[src/rtl/vector_clock_tracker_defines.svh]
// ----------------------------------------------------------------------------
// Vector clock tracker assertion macros
// Concurrent assertion helpers shared by the RTL; empty in synthesis builds.
// ----------------------------------------------------------------------------
`ifndef VECTOR_CLOCK_TRACKER_DEFINES_SVH
`define VECTOR_CLOCK_TRACKER_DEFINES_SVH

`ifndef SYNTHESIS
// The consequent must hold in the same cycle as the antecedent.
`define VCT_ASSERT_IMP(label, clk, rst_n, ante, cons) \
    label: assert property (@(posedge clk) disable iff (!rst_n) (ante) |-> (cons)) \
        else $error("vector clock tracker assertion failed");
// The consequent must hold in the cycle after the antecedent.
`define VCT_ASSERT_NXT(label, clk, rst_n, ante, cons) \
    label: assert property (@(posedge clk) disable iff (!rst_n) (ante) |=> (cons)) \
        else $error("vector clock tracker assertion failed");
`else
`define VCT_ASSERT_IMP(label, clk, rst_n, ante, cons)
`define VCT_ASSERT_NXT(label, clk, rst_n, ante, cons)
`endif

`endif

[src/rtl/vct_pkg.sv]
// ----------------------------------------------------------------------------
// Vector clock tracker package
// Sizes, command codes, types and helpers shared by the tracker RTL.
// ----------------------------------------------------------------------------
package vct_pkg;

    localparam int NUM_THREADS = 8;
    localparam int NUM_LOCKS   = 16;
    localparam int CLOCK_BITS  = 32;

    // Fixed field widths of the event and result items.
    localparam int CMD_W   = 2;
    localparam int TID_W   = 3;
    localparam int LID_W   = 4;
    localparam int EIDX_W  = 3;
    localparam int VALUE_W = 32;

    localparam int ELEM_W     = (NUM_THREADS > 1) ? $clog2(NUM_THREADS) : 1;
    localparam int CNT_W      = $clog2(NUM_THREADS + 1);
    localparam int LROW_W     = (NUM_LOCKS > 1) ? $clog2(NUM_LOCKS) : 1;
    localparam int THR_DEPTH  = NUM_THREADS * NUM_THREADS;
    localparam int LOCK_DEPTH = NUM_LOCKS * NUM_THREADS;
    localparam int THR_AW     = (THR_DEPTH > 1) ? $clog2(THR_DEPTH) : 1;
    localparam int LOCK_AW    = (LOCK_DEPTH > 1) ? $clog2(LOCK_DEPTH) : 1;

    localparam logic [CMD_W-1:0] CMD_ACCESS  = 2'd0;
    localparam logic [CMD_W-1:0] CMD_ACQUIRE = 2'd1;
    localparam logic [CMD_W-1:0] CMD_RELEASE = 2'd2;

    typedef logic [CLOCK_BITS-1:0] clock_t;

    localparam clock_t CLOCK_MAX = '1;
    localparam clock_t CLOCK_ONE = clock_t'(1);

    // Control from the sequencer to the datapath and memories.
    typedef struct packed {
        logic              issue;
        logic [ELEM_W-1:0] issue_elem;
        logic              adv;
        logic [ELEM_W-1:0] rd_elem;
        logic              is_last;
        logic              err_load;
        logic [CMD_W-1:0]  cmd;
        logic [ELEM_W-1:0] tid_row;
        logic [LROW_W-1:0] lid_row;
        logic              tval;
        logic              lval;
    } vct_ctl_t;

    // Low bits of a component as carried on the result channel.
    function automatic logic [VALUE_W-1:0] to_out(clock_t v);
        logic [63:0] w;
        w = 64'(v);
        return w[VALUE_W-1:0];
    endfunction

    function automatic clock_t clock_max(clock_t a, clock_t b);
        return (a > b) ? a : b;
    endfunction

endpackage

[src/rtl/vct_evt_if.sv]
// ----------------------------------------------------------------------------
// Vector clock tracker event channel
// Valid/ready channel carrying one event item.
// ----------------------------------------------------------------------------
interface vct_evt_if import vct_pkg::*; ();
    logic             valid;
    logic             ready;
    logic [CMD_W-1:0] cmd;
    logic [TID_W-1:0] thread_id;
    logic [LID_W-1:0] lock_id;

    modport source (output valid, output cmd, output thread_id, output lock_id,
                    input ready);
    modport sink   (input valid, input cmd, input thread_id, input lock_id,
                    output ready);
endinterface

[src/rtl/vct_ctrl.sv]
// ----------------------------------------------------------------------------
// Vector clock tracker sequencer
// Takes event items, walks the snapshot elements through the memory read
// stage and keeps the per-row written flags.
// ----------------------------------------------------------------------------
`include "vector_clock_tracker_defines.svh"

module vct_ctrl import vct_pkg::*; (
    input  logic     clk,
    input  logic     rst_n,
    vct_evt_if.sink  evt,
    input  logic     out_free,
    output vct_ctl_t ctl
);

    localparam logic [1:0] S_IDLE = 2'd0;
    localparam logic [1:0] S_RUN  = 2'd1;
    localparam logic [1:0] S_ERR  = 2'd2;

    logic [1:0]           state_reg, state_next;
    logic [CNT_W-1:0]     iss_cnt_reg, iss_cnt_next;
    logic                 rd_valid_reg, rd_valid_next;
    logic [ELEM_W-1:0]    rd_elem_reg, rd_elem_next;
    logic [CMD_W-1:0]     cmd_reg, cmd_next;
    logic [ELEM_W-1:0]    tid_reg, tid_next;
    logic [LROW_W-1:0]    lid_reg, lid_next;
    logic                 tval_reg, tval_next;
    logic                 lval_reg, lval_next;
    logic [NUM_THREADS-1:0] thr_valid_reg, thr_valid_next;
    logic [NUM_LOCKS-1:0]   lock_valid_reg, lock_valid_next;

    logic accept;
    logic evt_err;
    logic adv;
    logic issue;
    logic is_last;

    assign evt.ready = (state_reg == S_IDLE);
    assign accept    = evt.valid && evt.ready;

    always_comb
    begin
        evt_err = (32'(evt.thread_id) >= 32'(NUM_THREADS)) ||
                  (((evt.cmd == CMD_ACQUIRE) || (evt.cmd == CMD_RELEASE)) &&
                   (32'(evt.lock_id) >= 32'(NUM_LOCKS)));

        adv     = (state_reg == S_RUN) && rd_valid_reg && out_free;
        issue   = (state_reg == S_RUN) && (iss_cnt_reg < CNT_W'(NUM_THREADS)) &&
                  (!rd_valid_reg || adv);
        is_last = (rd_elem_reg == ELEM_W'(NUM_THREADS - 1));

        state_next      = state_reg;
        iss_cnt_next    = iss_cnt_reg;
        rd_valid_next   = rd_valid_reg;
        rd_elem_next    = rd_elem_reg;
        cmd_next        = cmd_reg;
        tid_next        = tid_reg;
        lid_next        = lid_reg;
        tval_next       = tval_reg;
        lval_next       = lval_reg;
        thr_valid_next  = thr_valid_reg;
        lock_valid_next = lock_valid_reg;

        case (state_reg)
            S_IDLE:
            begin
                if (accept)
                begin
                    cmd_next     = evt.cmd;
                    tid_next     = ELEM_W'(evt.thread_id);
                    lid_next     = LROW_W'(evt.lock_id);
                    tval_next    = thr_valid_reg[ELEM_W'(evt.thread_id)];
                    lval_next    = lock_valid_reg[LROW_W'(evt.lock_id)];
                    iss_cnt_next = '0;
                    state_next   = evt_err ? S_ERR : S_RUN;
                end
            end
            S_RUN:
            begin
                if (issue)
                begin
                    rd_valid_next = 1'b1;
                    rd_elem_next  = iss_cnt_reg[ELEM_W-1:0];
                    iss_cnt_next  = iss_cnt_reg + 1'b1;
                end
                else if (adv)
                begin
                    rd_valid_next = 1'b0;
                end

                // Whole rows are written by then, so the flags can be raised.
                if (adv && is_last)
                begin
                    thr_valid_next[tid_reg] = 1'b1;
                    if (cmd_reg == CMD_RELEASE)
                    begin
                        lock_valid_next[lid_reg] = 1'b1;
                    end
                    state_next = S_IDLE;
                end
            end
            S_ERR:
            begin
                if (out_free)
                begin
                    state_next = S_IDLE;
                end
            end
            default:
            begin
                state_next = S_IDLE;
            end
        endcase
    end

    always_ff @(posedge clk or negedge rst_n)
    begin
        if (!rst_n)
        begin
            state_reg      <= S_IDLE;
            iss_cnt_reg    <= '0;
            rd_valid_reg   <= 1'b0;
            thr_valid_reg  <= '0;
            lock_valid_reg <= '0;
        end
        else
        begin
            state_reg      <= state_next;
            iss_cnt_reg    <= iss_cnt_next;
            rd_valid_reg   <= rd_valid_next;
            thr_valid_reg  <= thr_valid_next;
            lock_valid_reg <= lock_valid_next;
        end
    end

    always_ff @(posedge clk)
    begin
        rd_elem_reg <= rd_elem_next;
        cmd_reg     <= cmd_next;
        tid_reg     <= tid_next;
        lid_reg     <= lid_next;
        tval_reg    <= tval_next;
        lval_reg    <= lval_next;
    end

    always_comb
    begin
        ctl.issue      = issue;
        ctl.issue_elem = iss_cnt_reg[ELEM_W-1:0];
        ctl.adv        = adv;
        ctl.rd_elem    = rd_elem_reg;
        ctl.is_last    = is_last;
        ctl.err_load   = (state_reg == S_ERR) && out_free;
        ctl.cmd        = cmd_reg;
        ctl.tid_row    = tid_reg;
        ctl.lid_row    = lid_reg;
        ctl.tval       = tval_reg;
        ctl.lval       = lval_reg;
    end

    `VCT_ASSERT_IMP(a_ready_empty, clk, rst_n, evt.ready, !rd_valid_reg && !ctl.issue)
    `VCT_ASSERT_NXT(a_last_idle, clk, rst_n, ctl.adv && ctl.is_last, state_reg == S_IDLE)
    `VCT_ASSERT_IMP(a_cnt_bound, clk, rst_n, 1'b1, iss_cnt_reg <= CNT_W'(NUM_THREADS))
    `VCT_ASSERT_IMP(a_elem_order, clk, rst_n, ctl.issue && rd_valid_reg,
                    ctl.issue_elem == ELEM_W'(rd_elem_reg + 1'b1))

endmodule
[src/flat_wrapper.sv]
// flat-port wrapper written by rule: the top's interface ports become plain ports
module vct_ctrl_flat import vct_pkg::*;
  (clk, rst_n, out_free, ctl, evt_valid, evt_cmd, evt_thread_id, evt_lock_id, evt_ready);
  vct_evt_if evt_i ();
  input  logic clk;
  input  logic rst_n;
  input  logic out_free;
  output vct_ctl_t ctl;
  input wire logic [$bits(evt_i.valid)-1:0] evt_valid;
  input wire logic [$bits(evt_i.cmd)-1:0] evt_cmd;
  input wire logic [$bits(evt_i.thread_id)-1:0] evt_thread_id;
  input wire logic [$bits(evt_i.lock_id)-1:0] evt_lock_id;
  output wire logic [$bits(evt_i.ready)-1:0] evt_ready;
  assign evt_i.valid = evt_valid;
  assign evt_i.cmd = evt_cmd;
  assign evt_i.thread_id = evt_thread_id;
  assign evt_i.lock_id = evt_lock_id;
  assign evt_ready = evt_i.ready;
  vct_ctrl u_core (.clk(clk), .rst_n(rst_n), .evt(evt_i), .out_free(out_free), .ctl(ctl));
endmodule
[config.mk]
export PLATFORM = sky130hd
export DESIGN_NAME = vct_ctrl_flat
export DESIGN_NICKNAME = d
export VERILOG_FILES = /design/src/rtl/vct_pkg.sv /design/src/rtl/vct_evt_if.sv /design/src/rtl/vct_ctrl.sv /design/src/flat_wrapper.sv
export VERILOG_INCLUDE_DIRS = /design/src /design/src/rtl
export SDC_FILE = /design/constraint.sdc
export NUM_CORES = 1
export LEC_CHECK = 0
export BUFFER_PORTS_ARGS = -buffer_cell sky130_fd_sc_hd__buf_2
export CORE_MARGIN = 3
export CORE_UTILIZATION = 50
export DETAILED_ROUTE_END_ITERATION = 8
export GPL_TIMING_DRIVEN = 0
export PLACE_DENSITY = 0.72
export SLEW_MARGIN = 10
export SYNTH_ARGS = -nofsm -noshare
export SYNTH_HDL_FRONTEND = slang
export SYNTH_SLANG_ARGS = --single-unit
[constraint.sdc]
create_clock -name clk -period 2.45 [get_ports clk]
set_clock_uncertainty 0.15 [all_clocks]
set_input_delay 0.3675 -clock clk [delete_from_list [all_inputs] [get_ports clk]]
set_output_delay 0.3675 -clock clk [all_outputs]
set_load 0.03 [all_outputs]
# After elaboration in Yosys (flattened, before gate mapping)

Index checks and enable logic that the tools add are counted.

Register bits after elaboration: 45
Output and inout port bits: 22
Logic and storage cells: 67

Add/sub/neg operators: 1
Order comparisons: 7
Equality and inequality tests: 8
Mux-type cells: 17
Bitwise operators: 2
Reduce and logical (&&, ||, !) cells: 21

Operator list:

| kind                                                        | count |
|---|---|
| OR 16 bit                                                   | 1 |
| less-than comparator 4 x 5 -> 1 bit (second input constant) | 2 |
| logical AND 1 bit                                           | 9 |
| AND reduction 3 bit                                         | 3 |
| less-than comparator 3 x 4 -> 1 bit (second input constant) | 2 |
| 2-to-1 mux 4 bit                                            | 2 |
| OR 8 bit                                                    | 1 |
| one-hot mux 4 bit (2 select lines)                          | 1 |
| AND reduction 2 bit                                         | 4 |
| 2-to-1 mux 1 bit                                            | 6 |
| 2-to-1 mux 2 bit                                            | 3 |
| != test 2 bit (second input constant)                       | 3 |
| one-hot mux 2 bit (3 select lines)                          | 1 |
| adder 4 x 1 -> 4 bit (second input constant)                | 1 |
| binary-select mux 1 bit (select 4 bit)                      | 1 |
| demux 1 bit (select 4 bit)                                  | 1 |
| equality test 2 bit (second input constant)                 | 2 |
| >= comparator 4 x 1 -> 1 bit (second input constant)        | 1 |
| less-than comparator 4 bit (second input constant)          | 1 |
| nonzero test 2 bit                                          | 2 |
| binary-select mux 1 bit (select 3 bit)                      | 1 |
| demux 1 bit (select 3 bit)                                  | 1 |
| equality test 3 bit (second input constant)                 | 1 |
| >= comparator 3 x 1 -> 1 bit (second input constant)        | 1 |
| other kinds (5)                                             | 5 |

# Logic depth before layout (Yosys ltp)

Gate-level depths: netlist of run 1.

Depth after elaboration: 7
Mapped depth: 4
Mapped depth without buffers: 4

# Worst setup path after synthesis of run 1

Ideal clock, no wire load.

Kind: register to register
Start point: register u_core.rd_elem_reg[0]
End point: register u_core.thr_valid_reg[3]
Setup time: 0.120 ns
Arrival time: 1.262 ns
Data required time: 2.180 ns
Slack: 0.918 ns
Cell stages (with the launch flop): 5
Path buffers: 0
Cell sequence: edfxtp_1 -> nand3_1 -> inv_1 -> and3_1 -> a31o_2

Longest elaborated chain between the ends: 3

Ends and longest elaborated chain:

| what                          | line            | text |
|---|---|---|
| start: declaration            | vct_ctrl.sv:23  | `logic [ELEM_W-1:0] rd_elem_reg, rd_elem_next;` |
| start signal: assignment      | vct_ctrl.sv:138 | `rd_elem_reg <= rd_elem_next;` |
| equality test 3 bit           | vct_ctrl.sv:50  | `is_last = (rd_elem_reg == ELEM_W'(NUM_THREADS - 1));` |
| net u_core.is_last            | vct_ctrl.sv:36  | `logic is_last;` |
| logical AND 1 bit             | vct_ctrl.sv:92  | `if (adv && is_last)` |
| AND reduction 2 bit (no line) | n/a             |  |
| end signal: assignment        | vct_ctrl.sv:131 | `thr_valid_reg <= thr_valid_next;` |
| end: declaration              | vct_ctrl.sv:29  | `logic [NUM_THREADS-1:0] thr_valid_reg, thr_valid_next;` |

The timed path passes the listed nets, and every way through them passes these cells.
A chain may end at the register's enable or synchronous reset.

# Worst setup path after layout of run 1

Start point: register u_core.state_reg[0]
End point: output ctl[20] (netlist name)

Longest elaborated chain between the ends: 5
Elaborated cells on any way between the ends: 6
Those cells by class: 1 x eq/ne; 5 x reduce/logical

Ends and longest elaborated chain:

| what                           | line                           | text |
|---|---|---|
| start: declaration             | vct_ctrl.sv:20                 | `logic [1:0] state_reg, state_next;` |
| start signal: assignment       | vct_ctrl.sv:128                | `state_reg <= state_next;` |
| equality test 2 x 1 -> 1 bit * | vct_ctrl.sv:47, vct_ctrl.sv:48 |  |
| logical AND 1 bit (2 in a row) | vct_ctrl.sv:47                 | `adv = (state_reg == S_RUN) && rd_valid_reg && out_free;` |
| logical OR 1 bit               | vct_ctrl.sv:49                 | `(!rd_valid_reg \|\| adv);` |
| logical AND 1 bit *            | vct_ctrl.sv:48                 | `issue = (state_reg == S_RUN) && (iss_cnt_reg < CNT_W'(NUM_THREADS)) &&` |
| end: declaration               | flat_wrapper.sv:8              | `output vct_ctl_t ctl;` |

Every way passes the cells marked *; elsewhere a longest branch is shown, timed or not.

==> PnR_summary.wiki, run 1 <==
{| class="wikitable"
! Metric !! Value
|-
| First drt pass iteration count || 4
|-
| Pre-CTS setup slack || between 700 and 800 ps
|-
| Total global-route track usage || a little under a fifth
|-
| Cell taking the most area after synthesis || dfrtp_1
|-
| Most frequent cells in the layout || buf_2 (33), dfrtp_1 (30), edfxtp_1 (14), a31o_1 (12), inv_1 (10)
|-
| Floorplan Core Area || about 0.0035 sq mm
|-
| Global-route wire length before repair || between 5 and 6 mm
|-
| Setup_tns || 0 ps
|-
| Maximum count of clock buffers along a single path || 2
|-
| Max_slew headroom || between 50% and 60%
|-
| Most frequent standard cell in the layout excluding fill and tap cells || buf_2
|-
| Worst-path maximum fanout || 7
|-
| Max IR drop VDD || approximately 0.0006 V
|-
| Path type of the worst setup path || flop to primary output
|-
| Final worst path period share || around 80%
|-
| Type of element launching the critical path || flop
|-
| Horizontal extent of the die || 67.6 um
|-
| Gp weighted congestion || between 0.8 and 0.9
|-
| Pin count of the biggest net entering global routing || 31
|-
| Utilization after layout || between 60% and 70%
|-
| Clock latency at the later pin of the worst-skew pair || 300 ps
|-
| Global route total overflow || 0
|-
| Worst Path Required || 1930 ps
|-
| Max-slew violations || 0
|-
| Setup-violating endpoint count in the final report || 0
|-
| Synth-to-layout area growth || 17.7%
|-
| Number of violations of the max-capacitance limit || 0
|-
| Initial standard-cell utilization of the core || 54.3%
|-
| TritonCTS clock tree || done
|-
| Timing endpoint of the critical path || ctl[20]
|-
| Outcome || completed
|-
| Arrival time worst endpoint || between 1000 and 1500 ps
|-
| Transition at the pin with the smallest max-transition slack || about 660 ps
|-
| Worst hold slack || 100 ps
|-
| Total chip power || approximately 2.3 mW
|-
| Final Hold Violating Endpoints || 0
|-
| RSZ-0062 raised after global routing || no
|-
| Number of placement rows || 21
|-
| Clock tree root driver cell || clkbuf_8
|-
| Layout Nets || 190
|-
| Number of distinct standard cells referenced by the synthesized netlist || 29
|-
| Antenna cell count || 0
|-
| Antenna-violating nets left || 0
|-
| CP max stage cell || dfrtp_1
|-
| Reg2Reg Launch Point || u_core.state_reg[0]
|-
| Via density per instance || about 5.5
|-
| Port Buffer Count || 33
|-
| Vias in the first global route || 1253
|-
| Flip-flop count of the largest register, all copies and words added || 16
|-
| Vias || 1230
|-
| Mean post-synth cell area || around 14 sq um
|-
| Number of antenna violations at the first check in global routing || 0
|-
| Post-detailed-placement cell area || around 0.0021 sq mm
|-
| Total setup buffers inserted after CTS || 0
|-
| Crit path launch || u_core.state_reg[0]
|-
| Lkg Pwr || about 1.1 nW
|-
| Total of flip-flops plus latches after synthesis || 44
|-
| Ratio of cells with drive above 1 in the final layout || between 30% and 40%
|-
| Kind of path behind the tightest hold check || input pin to flop
|-
| Worst-case register-to-register setup slack || 780 ps
|-
| Sequential area share after synthesis || 61.7%
|-
| Clock transition at the register clock pins on the worst setup and hold paths after CTS || 80 ps
|-
| I/O pin count || 35
|-
| Cell Area, Synth || 0.00190 sq mm
|-
| Post-detail-place hpwl || 2.65 mm
|-
| Area of the die || about 0.0046 sq mm
|-
| Count of placed standard cells including taps || around 210
|-
| Post-layout min period || 1950 ps
|-
| Count of synthesis-stage warnings from yosys || 0
|-
| Final Routed Wirelength || between 3 and 4 mm
|-
| Power per unit of standard cell area || 1030 mW/mm^2
|-
| Top-area cell type share of the netlist area || approximately 40%
|-
| Area contributors post-synth || dfrtp_1 (40%), edfxtp_1 (22%), mux4_2 (7.1%)
|-
| CP max stage delay || between 400 and 500 ps
|-
| Setup ws final || between 400 and 500 ps
|-
| Count of mapped cells out of synthesis || 135
|-
| Number of clock buffers inserted by TritonCTS || 5
|-
| FMAX || between 500 and 600 MHz
|-
| Post-synth net total || about 150
|-
| Residual DRC count || 0
|-
| Post-Layout Cell Count || 223
|-
| R2R depth || 4
|-
| Critical-path cell list || nor2b_1 > nand2_1 > inv_1 > buf_4 > buf_2
|-
| Critical R2R Capture || u_core.lock_valid_reg[4]
|-
| Clk sink count || between 40 and 50
|-
| # H-tree levels || 2
|-
| Worst Setup End Kind || primary output
|-
| Average detailed-routed wire length per instance || between 15 and 20 um
|-
| Post-Layout Inst Area || about 0.0022 sq mm
|-
| Chip height || about 68 um
|-
| Iter 0 DRT Violations || 71
|}
[worst min path at each step]
stage,startpoint,end,slack (ps),cells after the start
after global routing,evt_cmd[0],u_core.cmd_reg[0],90,1
after floorplan,rst_n,u_core.iss_cnt_reg[0],-80,0
after detailed placement,rst_n,u_core.thr_valid_reg[0],290,1
after CTS,evt_cmd[0],u_core.cmd_reg[0],90,1
after global placement,rst_n,u_core.thr_valid_reg[4],270,1
final,evt_cmd[0],u_core.cmd_reg[0],100,1
[logic make-up (layout without fill, tap and decap cells)]
family / Yosys count / count (layout) / synth area share [%]
compound gates: 31 / 31 / 13.3
fa+ha+maj: 1 / 1 / 0.659
buf+inv: 20 / 62 / 6.13
flops: 44 / 44 / 61.7
mux: 10 / 10 / 9.29
other cells: 1 / 1 / 0.198
simple gates: 28 / 28 / 8.70
[Yosys cell counts, drive strengths merged]
| cell type | count |
|---|---|
| o211ai | 1 |
| nand2 | 6 |
| ha | 1 |
| nor3 | 1 |
| conb | 1 |
| nand2b | 3 |
| dfrtp | 30 |
| nand3 | 4 |
| inv | 10 |
| and2 | 1 |
| nor2 | 4 |
| nor2b | 6 |
| edfxtp | 14 |
| and3 | 1 |
| a21oi | 2 |
| o31ai | 1 |
| buf | 10 |
| a41o | 4 |
| mux2 | 1 |
| nor4 | 1 |
| or4 | 1 |
| mux4 | 6 |
| o21ai | 3 |
| a21o | 2 |
| mux2i | 3 |
| a31o | 18 |
[critical path: cells and delay by family, from the launching register on]
| family | cells | cell delay (ps) |
|---|---|---|
| DFF | 1 | 470 |
| and+or+nand+nor | 2 | 320 |
| buffers and inverters | 3 | 350 |
[metal layers]
metal / track usage, % / vias up / part of all wire [%] / routed length (um)
li1: - / 573 / - / -
met1: 21.8 / 610 / 41 / 1460
met2: 29.4 / 40 / 50 / 1760
met3: 4.49 / 7 / 6.4 / 228
met4: 9.87 / 0 / 2.5 / 89
met5: 0 / - / 0 / 0
[cell type report]
| class | instances | area [sq um] |
|---|---|---|
| timing repair buffer | 34 | 175 |
| tap | 46 | 57.6 |
| buffer | 10 | 78.8 |
| clock buffer | 7 | 97.6 |
| inverter | 10 | 37.5 |
| clock inverter | 1 | 5.00 |
| multi-input combinational | 71 | 611 |
| sequential | 44 | 1170 |
| fill | 271 | 1260 |
[power by group]
| group | switching [mW] | leakage (nW) | internal [mW] |
|---|---|---|---|
| sequential | 0.135 | 0.524 | 0.959 |
| clock | 0.236 | 0.0534 | 0.261 |
| combinational | 0.401 | 0.521 | 0.300 |
| total | 0.772 | 1.10 | 1.52 |
[timing repair]
item | 4_1_cts | 5_1_grt
resized for setup | 0 | 0
hold buffers | 1 | 0
hold endpoints to repair | 30 | 0
No activity file was read; power rests on OpenSTA's default activity.
==> run 2, diff against run 1 <==
--- a/config.mk
+++ b/config.mk
@@ -8,10 +8,10 @@
 export LEC_CHECK = 0
 export BUFFER_PORTS_ARGS = -buffer_cell sky130_fd_sc_hd__buf_2
 export CORE_MARGIN = 3
-export CORE_UTILIZATION = 50
+export CORE_UTILIZATION = 49
 export DETAILED_ROUTE_END_ITERATION = 8
 export GPL_TIMING_DRIVEN = 0
-export PLACE_DENSITY = 0.72
+export PLACE_DENSITY = 0.73
 export SLEW_MARGIN = 10
 export SYNTH_ARGS = -nofsm -noshare
 export SYNTH_HDL_FRONTEND = slang
==> constraint.sdc (replaced) <==
create_clock -name clk -period 1.7 [get_ports clk]
set_clock_uncertainty 0.15 [all_clocks]
set_input_delay 0.255 -clock clk [delete_from_list [all_inputs] [get_ports clk]]
set_output_delay 0.255 -clock clk [all_outputs]
set_load 0.03 [all_outputs]
==> PnR_summary.wiki, run 2 (synthesis results as in run 1) <==
{| class="wikitable"
! Metric !! Value
|-
| Number of violations of the max-capacitance limit || 0 (unchanged)
|-
| Horizontal extent of the die || 68.2 um (+0.93%)
|-
| Setup ws final || 40.1 ps (-458 ps)
|-
| Utilization after layout || 66.0% (+2.1 points)
|-
| Critical-path cell list || nor2b_4 > nand2_2 > inv_1 > buf_4 > buf_6
|-
| I/O pin count || 35 (unchanged)
|-
| Max IR drop VDD || 0.00102 V (+70%)
|-
| Lkg Pwr || 1.13 nW (+2.4%)
|-
| Flip-flop count of the largest register, all copies and words added || 16 (unchanged)
|-
| Max-slew violations || 0 (unchanged)
|-
| Setup_tns || 0 ps (unchanged)
|-
| Total chip power || 3.36 mW (+47%)
|-
| Port Buffer Count || 33 (unchanged)
|-
| Total global-route track usage || 18.4% (+0.35 points)
|-
| Switching part of the total power || 34.2% (+0.50 points)
|-
| Chip height || 68.2 um (+0.93%)
|-
| Layout Nets || 198 (+4.2%)
|-
| Synth-to-layout area growth || 22.4%
|-
| Pin count of the biggest net entering global routing || 31 (unchanged)
|-
| Clock Power Share || 18.0% (-3.7 points)
|-
| Worst hold slack || 12.5 ps (-87.5 ps)
|-
| Clock tree root driver cell || clkbuf_8
|-
| Gp weighted congestion || 0.796 (-2.3%)
|-
| Path type of the worst setup path || flop to primary output
|-
| Cell depth of the worst min-delay path || 1 (unchanged)
|-
| Vias in the first global route || 1259 (+0.48%)
|-
| Worst Path Required || 1290 ps (-640 ps)
|-
| Met2 usage in global routing || 30.3% (+0.92 points)
|-
| Post-layout min period || about 1700 ps
|-
| Power per unit of standard cell area || 1450 mW/mm^2 (+41%)
|-
| Antenna cell count || 0 (unchanged)
|-
| Final Routed Wirelength || 3.69 mm (+4.4%)
|-
| Routing usage on met3 || 5.58% (+1.1 points)
|-
| CP max stage cell || dfrtp_2
|-
| Reg2Reg Launch Point || u_core.state_reg[0]
|-
| Global route total overflow || 0 (unchanged)
|-
| Floorplan Core Area || 0.00352 sq mm (+0.75%)
|-
| Number of antenna violations at the first check in global routing || 0 (unchanged)
|-
| Outcome || completed
|-
| Final worst path period share || 97.6%
|-
| Post-Layout Cell Count || 231 (+3.6%)
|-
| Critical R2R Capture || u_core.tid_reg[2]
|-
| Pre-CTS setup slack || 54.9 ps (-663 ps)
|-
| Antenna-violating nets left || 0 (unchanged)
|-
| Most frequent standard cell in the layout excluding fill and tap cells || buf_2
|-
| Count of placed standard cells including taps || 214 (unchanged)
|-
| Worst-path maximum fanout || 4 (-3)
|-
| Vias || 1256 (+2.1%)
|-
| Number of clock buffers inserted by TritonCTS || 5 (unchanged)
|-
| FMAX || approximately 600 MHz
|-
| Clk sink count || 44 (unchanged)
|-
| Initial standard-cell utilization of the core || 53.9% (-0.41 points)
|-
| Worst Setup End Kind || primary output
|-
| Post-detail-place hpwl || 2.60 mm (-1.7%)
|-
| Max_slew headroom || 55.7% (-0.34 points)
|-
| Internal Pwr Total || 2.21 mW (+45%)
|-
| Setup-violating endpoint count in the final report || 0 (unchanged)
|-
| Most frequent cells in the layout || buf_2 (31), dfrtp_1 (28), buf_4 (14), edfxtp_1 (14), a31o_1 (12)
|-
| Fraction of power consumed by sequential logic || 47.2% (-0.5 points)
|-
| Crit path launch || u_core.state_reg[0]
|-
| Kind of path behind the tightest hold check || input pin to flop
|-
| Number of placement rows || 21 (unchanged)
|-
| Worst hold path startpoint || evt_lock_id[2]
|-
| Post-Layout Inst Area || 0.00232 sq mm (+4.0%)
|-
| Type of element launching the critical path || flop
|-
| Post-detailed-placement cell area || 0.00212 sq mm (unchanged)
|-
| Final Hold Violating Endpoints || 0 (unchanged)
|-
| CP max stage delay || 420 ps (-50 ps)
|-
| R2R depth || 4 (unchanged)
|-
| Met1 Use GR || 23.1% (+1.3 points)
|-
| Transition at the pin with the smallest max-transition slack || 664 ps (+5.11 ps)
|-
| Average detailed-routed wire length per instance || 16.0 um (+0.80%)
|-
| Via density per instance || 5.44 (-1.4%)
|-
| Global-route wire length before repair || 6.01 mm (+2.9%)
|-
| Global-route layer with the greatest usage || met2
|-
| Clock transition at the register clock pins on the worst setup and hold paths after CTS || 80 ps (about the same)
|-
| Area of the die || 0.00466 sq mm (+1.9%)
|-
| Fill cell instance count of the final layout || 269 (-0.74%)
|-
| Worst-case register-to-register setup slack || 80 ps (-700 ps)
|-
| Ratio of cells with drive above 1 in the final layout || 41.6% (+4.9 points)
|-
| Endpoint of the worst hold path || u_core.lid_reg[2]
|-
| Logic pwr share || 34.8% (+4.2 points)
|-
| Clock latency at the later pin of the worst-skew pair || 290 ps (about the same)
|-
| Residual DRC count || 0 (unchanged)
|-
| First drt pass iteration count || 4 (unchanged)
|-
| # H-tree levels || 2 (unchanged)
|-
| TritonCTS clock tree || done
|-
| Arrival time worst endpoint || 1250 ps (-180 ps)
|-
| Iter 0 DRT Violations || 76 (+7.0%)
|-
| Maximum count of clock buffers along a single path || 2 (unchanged)
|-
| Power spent charging and discharging nets || 1.15 mW (+49%)
|}
run 2: cell types whose count changed in the layout (fill, tap and decap cells not counted), moves of 2 or more:
cell,change
buf_6,+2
dfrtp_1,-2
inv_1,-2
buf_2,-2
dlygate4sd3_1,+3
buf_4,+5
dfrtp_2,+2
run 2: area by class of cell:
cell class | count | area, sq um | share of cell area (%)
inverter | 10 | 41.3 | 1.78
sequential | 44 | 1170 | 50.5
clock buffer | 7 | 76.3 | 3.28
clock inverter | 1 | 5.00 | 0.215
buffer | 10 | 78.8 | 3.39
multi-input combinational | 71 | 636 | 27.4
tap | 46 | 57.6 | 2.48
timing repair buffer | 42 | 255 | 11.0
run 2: metal layers:
metal	wire length [um]	up-vias	part of all wire [%]
met1	1600	617	43
met2	1840	40	50
met4	38	0	1.0
met3	218	4	5.9
li1	-	595	-
met5	0	-	0
run 2: power by group through the flow:
| stage | logic (mW) | clock network (mW) | registers [mW] |
|---|---|---|---|
| 2_1_floorplan | 0.685 | 0 | 1.64 |
| 3_3_place_gp | 0.999 | 0 | 1.57 |
| 3_5_place_dp | 1.03 | 0 | 1.59 |
| 4_1_cts | 1.12 | 0.624 | 1.57 |
| 5_1_grt | 1.27 | 0.679 | 1.62 |
| 6_report | 1.17 | 0.604 | 1.59 |
run 2: worst max-delay path, delay by kind of cell (launching register included):
family | cells | cell delay, ps
flops | 1 | 420
simple gates | 2 | 230
buf+inv | 3 | 310
run 2: what timing repair did:
action | in CTS | in global routing
setup buffers | 3 | 2
hold buffers | 3 | 1
pin swaps | 0 | 2
gates resized for setup | 7 | 7
hold endpoints to repair | 32 | 1
endpoints found under the setup margin | 2 | 24
run 2: how the worst max path moves through the flow:
stage,end,slack (ps)
6_report,ctl[20],40
5_1_grt,ctl[20],-10
4_1_cts,ctl[16],8
3_3_place_gp,u_core.lval_reg,90
2_1_floorplan,u_core.thr_valid_reg[5],170
3_5_place_dp,u_core.lock_valid_reg[3],50
==> run 3, diff against run 2 <==
--- a/config.mk
+++ b/config.mk
@@ -12,6 +12,7 @@
 export DETAILED_ROUTE_END_ITERATION = 8
 export GPL_TIMING_DRIVEN = 0
 export PLACE_DENSITY = 0.73
+export RECOVER_POWER = 100
 export SLEW_MARGIN = 10
 export SYNTH_ARGS = -nofsm -noshare
 export SYNTH_HDL_FRONTEND = slang
==> PnR_summary.wiki, run 3 (synthesis results as in run 1) <==
{| class="wikitable"
! Metric !! Value
|-
| Most frequent standard cell in the layout excluding fill and tap cells || dfrtp_1
|-
| R2R depth || 4 (unchanged)
|-
| Max-slew violations || 0 (unchanged)
|-
| Post-detail-place hpwl || 2.60 mm (unchanged)
|-
| Layout Nets || 198 (unchanged)
|-
| Final worst path period share || 97.3% (-0.39 points)
|-
| Worst-path maximum fanout || 4 (unchanged)
|-
| Gp weighted congestion || 0.796 (unchanged)
|-
| Initial standard-cell utilization of the core || 53.9% (unchanged)
|-
| Most frequent cells in the layout || dfrtp_1 (28), buf_2 (19), edfxtp_1 (14), clkbuf_1 (13)
|-
| Crit path launch || u_core.state_reg[0]
|-
| Clock tree root driver cell || clkbuf_8
|-
| Global-route wire length before repair || 6.01 mm (unchanged)
|-
| Post-Layout Cell Count || 231 (unchanged)
|-
| Area of the die || 0.00466 sq mm (unchanged)
|-
| Via density per instance || 5.43 (about the same)
|-
| Antenna-violating nets left || 0 (unchanged)
|-
| Total global-route track usage || 18.4% (unchanged)
|-
| Critical-path cell list || nor2b_4 > nand2_2 > inv_1 > buf_4 > buf_6
|-
| Clock transition at the register clock pins on the worst setup and hold paths after CTS || 80 ps (about the same)
|-
| Number of placement rows || 21 (unchanged)
|-
| Worst Setup End Kind || primary output
|-
| Pin count of the biggest net entering global routing || 31 (unchanged)
|-
| Vias || 1255 (-0.080%)
|-
| Average detailed-routed wire length per instance || 15.8 um (-0.92%)
|-
| Flip-flop count of the largest register, all copies and words added || 16 (unchanged)
|-
| Kind of path behind the tightest hold check || input pin to flop
|-
| Max_slew headroom || 50.8% (-4.9 points)
|-
| Final Routed Wirelength || 3.66 mm (-0.92%)
|-
| M1 wire length || 1.58 mm (-0.94%)
|-
| Antenna cell count || 0 (unchanged)
|-
| Path type of the worst setup path || flop to primary output
|-
| Setup-violating endpoint count in the final report || 0 (unchanged)
|-
| Maximum count of clock buffers along a single path || 2 (unchanged)
|-
| First drt pass iteration count || 4 (unchanged)
|-
| Ratio of cells with drive above 1 in the final layout || 35.7% (-5.9 points)
|-
| I/O pin count || 35 (unchanged)
|-
| Final Hold Violating Endpoints || 0 (unchanged)
|-
| Post-layout min period || 1650 ps (-6.65 ps)
|-
| Critical R2R Capture || u_core.tid_reg[2]
|-
| Met3 wire length || 211 um (-3.2%)
|-
| Reg2Reg Launch Point || u_core.state_reg[0]
|-
| FMAX || 605 MHz (+0.40%)
|-
| Power per unit of standard cell area || 1450 mW/mm^2 (about the same)
|-
| Floorplan Core Area || 0.00352 sq mm (unchanged)
|-
| Fill cell instance count of the final layout || 269 (unchanged)
|-
| Worst Path Required || 1290 ps (about the same)
|-
| Clock latency at the later pin of the worst-skew pair || 290 ps (about the same)
|-
| CP max stage cell || dfrtp_2
|-
| Type of element launching the critical path || flop
|-
| Residual DRC count || 0 (unchanged)
|-
| Arrival time worst endpoint || 1250 ps (about the same)
|-
| Max IR drop VDD || 0.00100 V (-1.5%)
|-
| Iter 0 DRT Violations || 91 (+20%)
|-
| Number of violations of the max-capacitance limit || 0 (unchanged)
|-
| Outcome || completed
|-
| Global route total overflow || 0 (unchanged)
|-
| Clk sink count || 44 (unchanged)
|-
| Count of placed standard cells including taps || 214 (unchanged)
|-
| CP max stage delay || 420 ps (about the same)
|-
| Setup_tns || 0 ps (unchanged)
|-
| Worst-case register-to-register setup slack || 90 ps (about the same)
|-
| Highest metal used || met4
|-
| Chip height || 68.2 um (unchanged)
|-
| Synth-to-layout area growth || 21.7%
|-
| Number of clock buffers inserted by TritonCTS || 5 (unchanged)
|-
| Vias in the first global route || 1259 (unchanged)
|-
| Lkg Pwr || 1.09 nW (-2.7%)
|-
| Port Buffer Count || 33 (unchanged)
|-
| Met2 routed wirelength || 1.82 mm (-1.3%)
|-
| # H-tree levels || 2 (unchanged)
|-
| Timing endpoint of the critical path || ctl[20]
|-
| Horizontal extent of the die || 68.2 um (unchanged)
|-
| Transition at the pin with the smallest max-transition slack || 738 ps (+73.3 ps)
|-
| Number of antenna violations at the first check in global routing || 0 (unchanged)
|-
| TritonCTS clock tree || done
|}
run 3: cell count changes in the layout (fill, tap and decap cells not counted):
cell	before	now
buf_2	31	19
buf_4	14	12
clkbuf_1	2	13
clkbuf_2	0	1
clkbuf_4	0	2
run 3: cell type report:
class	count	area (sq um)	share of cell area, %
Multi-Input combinational cell	71	636	27.5
Sequential cell	44	1170	50.8
Clock inverter	1	5.00	0.217
Timing Repair Buffer	42	241	10.5
Buffer	10	78.8	3.41
Clock buffer	7	76.3	3.30
Inverter	10	41.3	1.79
Tap cell	46	57.6	2.49
run 3: layer usage:
| layer | track usage (%) | vias to the layer above |
|---|---|---|
| li1 | - | 596 |
| met1 | 23.1 | 614 |
| met2 | 30.3 | 40 |
| met3 | 5.58 | 5 |
| met4 | 5.96 | 0 |
| met5 | 0 | - |
run 3: worst max-delay path: cells and delay by family, from the launching register on:
kind / cells / cell delay (ps)
AND/OR/NAND/NOR: 2 / 230
flip-flops: 1 / 420
buffers and inverters: 3 / 310
run 3: power by group:
part | internal, mW | switching (mW)
Sequential | 1.39 | 0.199
Combinational | 0.523 | 0.630
Clock | 0.288 | 0.314
Total | 2.20 | 1.14
run 3: worst min-delay path by stage:
stage / cells past startpoint / to / from
finish: 1 / u_core.lid_reg[2] / evt_lock_id[2]
global route: 1 / u_core.lid_reg[2] / evt_lock_id[2]
CTS: 1 / u_core.tid_reg[2] / evt_thread_id[2]
detailed placement: 1 / u_core.thr_valid_reg[4] / rst_n
global placement: 1 / u_core.thr_valid_reg[4] / rst_n
floorplan: 0 / u_core.iss_cnt_reg[0] / rst_n
run 3: repair_timing:
item,CTS,global route
buffers inserted,3,2
hold buffers,3,1
endpoints found under the setup margin,2,24
endpoints found under the hold margin,32,1
pin swaps,0,2
resized for setup,7,7
run 3: through the flow:
step	cell area [sq um]	hold slack, ps	utilization, %	worst slack (ps)	total power [mW]
finish	2310	45.9	65.6	46.7	3.34
detailed placement	2120	173	60.2	54.9	2.62
global route	2310	40.5	65.6	-8.78	3.56
CTS	2280	2.18	64.7	7.51	3.31
global placement	2120	154	60.2	89.9	2.57
floorplan	1900	-191	-	168	2.33
